===== src/rtl/ncr_pkg.sv =====
// ncr_pkg: shared constants and helper functions for the newton cubic root classifier
// used by ncr_mul, ncr_div and newton_cubic_root_classifier_core
package ncr_pkg;

  localparam int FRAC_BITS  = 28;
  localparam int BASE_ITERS = 60;
  localparam int MAX_EXTRA  = 20;
  localparam int ZOOM_LIMIT = 40;
  localparam int ZOOM_W     = 11;
  localparam int ITER_W     = 9;
  localparam int DIV_W      = 64 + FRAC_BITS;
  localparam int DIV_CNT_W  = $clog2(DIV_W + 1);

  localparam logic signed [63:0] FX_LIM       = 64'sh3FFF_FFFF_FFFF_FFFF;
  localparam logic signed [63:0] FX_LIM_THIRD = FX_LIM / 3;
  localparam logic signed [63:0] FX_ONE       = 64'sd1 <<< FRAC_BITS;
  localparam logic signed [63:0] FX_HALF      = FX_ONE >>> 1;
  localparam logic [63:0]        SQRT3_HALF_Q64 = 64'hDDB3_D742_C265_539D;
  localparam logic signed [63:0] FX_S3 =
    $signed(((SQRT3_HALF_Q64 >> (63 - FRAC_BITS)) + 64'd1) >> 1);

  localparam logic [2:0] ROOT_ONE   = 3'd0;
  localparam logic [2:0] ROOT_UPPER = 3'd1;
  localparam logic [2:0] ROOT_LOWER = 3'd2;
  localparam logic [2:0] ROOT_EQUAL = 3'd3;
  localparam logic [2:0] ROOT_NONE  = 3'd4;

  localparam logic [23:0] COL_RED    = 24'hFF0000;
  localparam logic [23:0] COL_BLUE   = 24'h0000FF;
  localparam logic [23:0] COL_GREEN  = 24'h00FF00;
  localparam logic [23:0] COL_YELLOW = 24'hFFFF00;
  localparam logic [23:0] COL_BLACK  = 24'h000000;

  function automatic logic [23:0] root_colour(input logic [2:0] idx);
    logic [23:0] c;
    case (idx)
      ROOT_ONE:   c = COL_RED;
      ROOT_UPPER: c = COL_BLUE;
      ROOT_LOWER: c = COL_GREEN;
      ROOT_EQUAL: c = COL_YELLOW;
      default:    c = COL_BLACK;
    endcase
    return c;
  endfunction

  function automatic logic signed [63:0] sat_lim(input logic signed [64:0] v);
    logic signed [64:0] hi;
    logic signed [64:0] lo;
    logic signed [63:0] r;
    hi = 65'(FX_LIM);
    lo = -hi;
    if (v > hi) r = FX_LIM;
    else if (v < lo) r = -FX_LIM;
    else r = v[63:0];
    return r;
  endfunction

  function automatic logic signed [31:0] sat32(input logic signed [64:0] v);
    logic signed [64:0] hi;
    logic signed [64:0] lo;
    logic signed [31:0] r;
    hi = 65'sd2147483647;
    lo = -65'sd2147483648;
    if (v > hi) r = 32'sh7FFF_FFFF;
    else if (v < lo) r = 32'sh8000_0000;
    else r = v[31:0];
    return r;
  endfunction

endpackage


===== src/rtl/ncr_div.sv =====
// ncr_div: restoring divider for (num << FRAC_BITS) / den, one quotient bit per cycle
// truncates toward zero and saturates; depends on ncr_pkg
module ncr_div (
  input  logic               clk_i,
  input  logic               rst_ni,
  input  logic               start_i,
  input  logic signed [63:0] num_i,
  input  logic [62:0]        den_i,
  output logic               busy_o,
  output logic               done_o,
  output logic signed [63:0] res_o
);

  localparam int DW = ncr_pkg::DIV_W;
  localparam int CW = ncr_pkg::DIV_CNT_W;

  logic [DW-1:0] dvd_q, quo_q;
  logic [62:0]   den_q, rem_q;
  logic [CW-1:0] cnt_q;
  logic          busy_q, done_q, neg_q;

  logic [63:0]   trial;
  logic          ge;
  logic [63:0]   nmag;
  logic [63:0]   mag;

  always_comb begin
    trial = {rem_q, dvd_q[DW-1]};
    ge    = trial >= {1'b0, den_q};
    nmag  = num_i[63] ? 64'(-num_i) : 64'(num_i);
  end

  always_ff @(posedge clk_i or negedge rst_ni) begin
    if (!rst_ni) begin
      busy_q <= 1'b0;
      done_q <= 1'b0;
      cnt_q  <= '0;
    end else begin
      done_q <= 1'b0;
      if (start_i && !busy_q) begin
        busy_q <= 1'b1;
        cnt_q  <= '0;
      end else if (busy_q) begin
        cnt_q <= cnt_q + 1'b1;
        if (cnt_q == CW'(DW - 1)) begin
          busy_q <= 1'b0;
          done_q <= 1'b1;
        end
      end
    end
  end

  always_ff @(posedge clk_i) begin
    if (start_i && !busy_q) begin
      dvd_q <= {nmag, {ncr_pkg::FRAC_BITS{1'b0}}};
      den_q <= den_i;
      rem_q <= '0;
      quo_q <= '0;
      neg_q <= num_i[63];
    end else if (busy_q) begin
      rem_q <= ge ? 63'(trial - {1'b0, den_q}) : trial[62:0];
      quo_q <= {quo_q[DW-2:0], ge};
      dvd_q <= {dvd_q[DW-2:0], 1'b0};
    end
  end

  assign mag    = (|quo_q[DW-1:62]) ? 64'(ncr_pkg::FX_LIM) : {2'b00, quo_q[61:0]};
  assign res_o  = neg_q ? -$signed(mag) : $signed(mag);
  assign busy_o = busy_q;
  assign done_o = done_q;

endmodule


===== config.mk =====
export PLATFORM = sky130hd
export DESIGN_NAME = ncr_div
export DESIGN_NICKNAME = d
export VERILOG_FILES = /design/src/rtl/ncr_pkg.sv /design/src/rtl/ncr_div.sv
export SDC_FILE = /design/constraint.sdc
export NUM_CORES = 1
export LEC_CHECK = 0
export ABC_AREA = 1
export BUFFER_PORTS_ARGS = -buffer_cell sky130_fd_sc_hd__buf_4
export CAP_MARGIN = 40
export CORE_ASPECT_RATIO = 1.25
export CORE_MARGIN = 2
export CORE_UTILIZATION = 55
export DETAILED_ROUTE_END_ITERATION = 10
export PLACE_DENSITY_LB_ADDON = 0.3
export REMOVE_ABC_BUFFERS = 1
export SYNTH_ARGS = -nofsm -noshare
export SYNTH_HDL_FRONTEND = slang
export SYNTH_SLANG_ARGS = --single-unit

===== constraint.sdc =====
create_clock -name clk_i -period 3.3 [get_ports clk_i]
set_input_delay 0.495 -clock clk_i [delete_from_list [all_inputs] [get_ports clk_i]]
set_output_delay 0.495 -clock clk_i [all_outputs]
set_load 0.02 [all_outputs]

==> results of run 1 <==
-- placed cells by master (no fill, tap or decap), drive strengths merged, types with 38 or more instances in the layout --
cell type	count
xnor2	38
dfxtp	155
buf	298
inv	469
o22ai	92
xor2	76
nor2	447
o21ai	173
nand3	219
nand2	842
a21oi	120
nand4	42
edfxtp	128
ha	66
clkbuf	54
-- metrics by stage --
step	setup TNS, ps	instances	power, W	area (µm²)	util (%)
finish	-32120	3847	0.01920	25900	71.16
global route	-38440	3846	0.02037	25900	71.15
CTS	-9955	3830	0.01868	25130	69.04
detailed placement	0	3721	0.01474	22440	61.63
global placement	0	3721	0.01441	22440	61.63
floorplan	-1031640	3007	0.01199	19990	-
-- worst max-delay path, delay by kind of cell, from the launching register on --
kind | cells | cell delay, ps
DFF | 1 | 320
buffers and inverters | 4 | 610
xor gates and xnor gates | 1 | 350
and+or+nand+nor | 10 | 1590
AOI/OAI and AO/OA | 1 | 80
-- worst max-delay path by stage --
stage / slack (ps) / cells past startpoint / to / startpoint
floorplan: -5650 / 4 / dvd_q[91] / busy_o
global placement: 220 / 18 / res_o[54] / quo_q[62]
detailed placement: 170 / 18 / res_o[54] / quo_q[64]
CTS: -270 / 18 / res_o[36] / quo_q[67]
global route: -900 / 16 / res_o[19] / quo_q[76]
finish: -810 / 16 / res_o[19] / quo_q[76]
-- registers in the layout (all words and copies together) (netlist names) --
signal	flops
rem_q	63
done_o	1
cnt_q	7
busy_o	1
den_q	63
quo_q	92
dvd_q	64
neg_q	1
-- cells by family after synthesis --
logic type                 after synthesis
DFF                                    292
AOI/OAI and AO/OA                      441
xor gates and xnor gates               114
adders and majority gates               67
buffers and inverters                  556
and+or+nand+nor                       1626
-- final cells by class --
type | count | share of cell area, %
clock inverters | 5 | 0.1932
inverters | 467 | 6.816
clock buffers | 52 | 4.058
repair buffers | 302 | 10.63
diodes | 1 | 0.009661
flip-flops and latches | 292 | 27.71
well taps | 480 | 2.319
multi-input cells | 2248 | 48.27
-- metal layers --
metal / GRT usage, % / up-vias
li1: - / 10470
met1: 40.54 / 10490
met2: 66.05 / 1194
met3: 4.660 / 371
met4: 24.24 / 0
met5: 0 / -
-- power breakdown --
group,internal (W),switching [W],total (W)
Clock,0.00217,0.00158,0.00375
Sequential,0.00535,0.000963,0.00631
Combinational,0.00310,0.00604,0.00914
Total,0.0106,0.00858,0.0192
-- repair_timing --
item,4_1_cts,5_1_grt
cloned,4,2
pin swaps,92,94
endpoints found under the setup margin,55,59
endpoints found under the hold margin,9,0
setup buffers,48,15
hold buffers,1,0
gates resized for setup,287,162
==> impl_results.md, run 1 <==
- Met2 wire len: 37,840 µm
- Std cell rows: 78
- Flop2flop setup slack: 290 ps
- Setup ws final: -806.8 ps
- Critical path's most frequent cell: nor2_4
- Post-Route M1 WL: 28,040 µm
- Max VDD drop: 0.5545 mV
- Tightest Pin Transition: around 1100 ps
- CP cell instances: nor2_1, nand2_1, nor2_2, nand2_2, nor2_4, buf_6, clkbuf_16, nand3_4, nor2_4, nand2_4, nand2_4, o21ai_4, nor2_4, xor2_4, inv_1, buf_4
- Die height: 219.2 µm
- DR vias/cell: 5.855
- Max Freq: between 0.2 and 0.25 GHz
- ANT nets after route: 0
- WL/cell: 20.31 µm
- Largest family of logic cells by synthesized area: simple AND/OR/NAND/NOR gates
- Sequential cell area fraction in the yosys report: roughly a third
- GRT overflow: 0
- Synth top area share: a little under a fifth
- Number of DRC markers in iteration 0: 2,043
- Adder-Cell Fraction of Synth Area: between 4 and 5%
- Core area: 36,400 µm²
- Post-Place Setup Slack: 174.7 ps
- Slew Viols, Final: 0
- P&R area growth vs syn: 27.12%
- Clock Tree Root: clkbuf_16
- DRC violations left: 0
- P per Cell Area: 741.2 nW/µm²
- Leading post-synthesis cells by cell area: edfxtp_1 19%, nand2_1 15%, dfxtp_1 15%
- FF-to-FF End: rem_q[49]
- Largest net degree at the start of global routing: 94
- Crit path largest cell delay: between 300 and 400 ps
- Uppermost layer routed: met4
- Crit path max fanout: 5
- WL met3: 5843 µm
- Critical-path top delay cell: xor2_4
- Simple-gate area share of the yosys netlist: 33.22%
- Post-route clock period utilization: 124.4%
- Via Count: 22,520
- Class of the worst hold path: input pin to flop
- Cell taking the most area after synthesis: edfxtp_1
- Clock tree sinks: about 300
- H-tree levels: 1
- Routed wire length: 78,120 µm
- Top post-synthesis cells by count: 834 x nand2_1, 459 x inv_1, 425 x nor2_1
- Worst setup EP type: primary output
- Leak Pwr: 11.86 nW
- Layout cells sized above 1: 19.67%
- Xor/xnor share of the synthesized area: between 4 and 5%
- Avg Cell Area, Syn: 6.581 µm²
- Final Skew: 29.67 ps
- Number of distinct library cells after synthesis: 47
- Mux share of post-synthesis cell area: 0%
- CP Class: flop to primary output
- Failing checks: negative setup slack
- Syn Inst Count: a little over 3,000
- RSZ-0062 raised after global routing: true
- Count leader, synth: nand2_1
- Main flop type after synthesis: dfxtp_1
- Post-synth EDFFs: about 130
- Synth warn: 0
- DPL Wire Length: 52,950 µm
- Skew-Pair Late Insertion Delay: ~630 ps
- CTS tree: built
- WP data arrival: 3610 ps
- Worst hold path endpoint: den_q[21]
- Required time worst endpoint: 2800 ps
- GRT Overall Usage: 36.75%
- Chip width: about 180 µm
- Post-synthesis compound-gate area fraction: approximately an eighth
- Final nets: around 3,500
- Initial DRT Pass Iterations: 6
- Filler cells: about 2,900
- Register bit total from synthesis: around 290
- Initial antenna violation count: 1
- Count of input and output buffers: 195
- Io pins: about 200
- Multi-input gate area: 12,500 µm²
- Die ar.: 38,610 µm²
- Hold Worst Slack: between 30 and 40 ps
- Reg2reg start: den_q[0]
- Initial Utilization: 55.97%
- Max-cap viol count: 0
- Vias in the first global route: 21,760
- Asr flop ratio synth: 3.082%
- Final setup vio count: between 60 and 70
- Longest Clk Path Bufs: 3
- FF-to-FF path depth: 15
- Reg area: between 7000 and 8000 µm²
- Slew Limit Headroom: 29.63%
- Status: finished, violations left
- Clock slew at reported path FFs: 70 ps
- Placer congestion estimate: 0.9974
- Cts bufs inserted: 31
- Global-route wire length before repair: 112,300 µm
- Hold Path Depth: 1
- CP Launch Type: flop
- Hold_sp: den_i[21]
- Final hold viol count: 0
- Crit path time final: 4107 ps
- Post-Syn Area: ~20,000 µm²
No activity file was read; power rests on OpenSTA's default activity.
==> inputs of run 2 (changes only) <==
SKIP_LAST_GASP = 1   (was default)
==> impl_results.md, run 2 (synthesis results as in run 1) <==
- Status: finished, violations left
- Failing checks: negative setup slack
- RSZ-0062 raised after global routing: true
- Internal power: 0.01061 W
- Crit path time final: between 3000 and 4000 ps
- ANT nets after route: 0
- P_sw: 0.008485 W
- Crit path largest cell delay: about 320 ps
- Std cell rows: between 70 and 80
- Commonest non-fill, non-tap cell in the layout: nand2_1
- M1 GR Usage: 40.51%
- Io pins: between 150 and 200
- Largest reg by FF count: quo_q
- Reg power frac: 32.9%
- Clock tree sinks: 292
- Max Freq: 0.2608 GHz
- FF-to-FF path depth: 15
- FF-to-FF End: rem_q[49]
- Worst hold path endpoint: den_q[21]
- Max-cap viol count: 0
- Final Skew: 25.02 ps
- Vias in the first global route: 21,690
- Required time worst endpoint: 2800 ps
- Leak Pwr: 11.75 nW
- P per Cell Area: 748.0 nW/µm²
- CP cell instances: nor2_1, nand2_1, nor2_1, nand2_2, nor2_4, buf_4, buf_12, nand3_1, nor2_2, nand2_2, inv_1, nand2_1, nor2_2, nand3_1, nand2_1, nand2_1, nand2_2, buf_6
- Placer congestion estimate: 0.9974
- H-tree levels: 1
- CP bufs+invs: 4
- Initial antenna violation count: 1
- Count of input and output buffers: about 200
- Setup ws final: -533.8 ps
- Global-route wire length before repair: 112,000 µm
- Critical path's most frequent cell: nand2_1
- Flop2flop setup slack: 300 ps
- Combinational Power Share: ~48%
- Post-Place Setup Slack: 174.7 ps
- Largest net degree at the start of global routing: 94
- Slew Viols, Final: 0
- WL/cell: 19.48 µm
- CP Class: flop to primary output
- Class of the worst hold path: input pin to flop
- Max reg flops: 92
- Reg2reg start: den_q[0]
- Final nets: around 3,500
- GR peak layer: met2
- WP data arrival: 3340 ps
- GRT overflow: 0
- Critical-path top delay cell: dfxtp_1
- Via Count: 22,180
- Hold Path Depth: 1
- CP Launch Type: flop
- DR vias/cell: 5.778
- Chip width: between 150 and 200 µm
- Switching share of power: 44.43%
- CTS tree: built
- Cts bufs inserted: 31
- Clock Tree Root: clkbuf_16
- CP startpoint: quo_q[87]
- Longest Clk Path Bufs: 3
- Commonest non-fill, non-tap cells in the layout: 766 x nand2_1, 444 x inv_1, 335 x nor2_1
- Routed wire length: 74,790 µm
- Slew Limit Headroom: between 30% and 40%
- Initial Utilization: 55.97%
- Crit path max fanout: 9
- Final core occ: 70.13%
- Final setup vio count: a little under 60
- Dpl cell area: 22,440 µm²
- Number of DRC markers in iteration 0: 1,765
- DPL Wire Length: around 53,000 µm
- Post-route clock period utilization: 116.2%
- M2 GR Usage: 65.91%
- Max VDD drop: 0.5584 mV
- Final hold viol count: 0
- Initial DRT Pass Iterations: 6
- DRC violations left: 0
- Die ar.: 38,610 µm²
- GRT Overall Usage: 36.61%
- Die height: 219.2 µm
- P&R area growth vs syn: 25.30%
- Crit-path leading delay family: simple AND/OR/NAND/NOR gates
- Core area: 36,400 µm²
- Worst setup EP type: primary output
- M3 GR Usage: under 10%
- Top Registers: quo_q (92), dvd_q (64)
- Tightest Pin Transition: ~1000 ps
- Clock slew at reported path FFs: 70 ps
- Skew-Pair Late Insertion Delay: 610 ps
- Final non-filler cell area: roughly 26,000 µm²
- Layout cells sized above 1: 18.67%
- Clock network power share: 19.6%
- Hold_sp: den_i[21]
run 2: cell types whose count changed in the layout (fill, tap and decap cells not counted), sizes merged:
cell and delta:
buf -7, clkbuf -1
run 2: through the flow:
| step | hold slack [ps] | std cells | power, W | TNS [ps] |
|---|---|---|---|---|
| final | 52.04 | 3839 | 0.01910 | -20730 |
| after global routing | 33.77 | 3838 | 0.02030 | -28250 |
| after CTS | 26.99 | 3830 | 0.01867 | -10400 |
| after detailed placement | 324.6 | 3721 | 0.01474 | 0 |
| after global placement | 324.3 | 3721 | 0.01441 | 0 |
| after floorplan | 199.4 | 3007 | 0.01199 | -1031640 |
run 2: power groups by stage:
stage / logic, W / clock network, W / registers, W
4_1_cts: 0.00875 / 0.00374 / 0.00617
3_5_place_dp: 0.00856 / 0 / 0.00618
6_report: 0.00908 / 0.00374 / 0.00628
2_1_floorplan: 0.00604 / 0 / 0.00595
3_3_place_gp: 0.00830 / 0 / 0.00611
5_1_grt: 0.0100 / 0.00389 / 0.00639
run 2: worst max-delay path by stage:
stage                            to  slack [ps]  cells past startpoint
after floorplan           dvd_q[91]       -5650                      4
after global placement    res_o[54]         220                     18
after detailed placement  res_o[54]         170                     18
after CTS                 res_o[36]        -290                     18
after global routing      res_o[58]        -650                     19
final                     res_o[58]        -530                     18
run 2: metal layers:
layer | share of wire, % | up-vias
li1 | - | 10460
met1 | 36 | 10300
met2 | 50 | 1109
met3 | 7.0 | 319
met4 | 7.2 | 0
met5 | 0 | -
run 2: area by class of cell:
class / instances / area [µm²]
tap: 480 / 600.6
sequential: 292 / 7177
clock inverter: 5 / 50.05
inverter: 467 / 1765
timing repair buffer: 294 / 2571
antenna: 1 / 2.502
fill: 2968 / 10870
clock buffer: 52 / 1051
multi-input combinational: 2248 / 12310
run 2: repair_timing:
action,CTS,global route
pin swaps,90,75
cloned,4,1
setup endpoints to repair,55,59
endpoints found under the hold margin,9,0
resized for setup,255,119
setup buffers,48,13
hold buffers,1,0
run 2: worst register-to-register path, cell delays in order, from the launching register on:
cell and delay [ps]:
edfxtp_1 420, ha_1 240, fa_1 420, o21ai_2 230, nand2_1 70, nand2_1 180, nand3_1 90, nand2_1 150
nand2_1 90, nand3_1 120, nand2_2 80, nand2_4 250, buf_4 250, nand2_1 80, o21ai_0 150, nand2_1 70
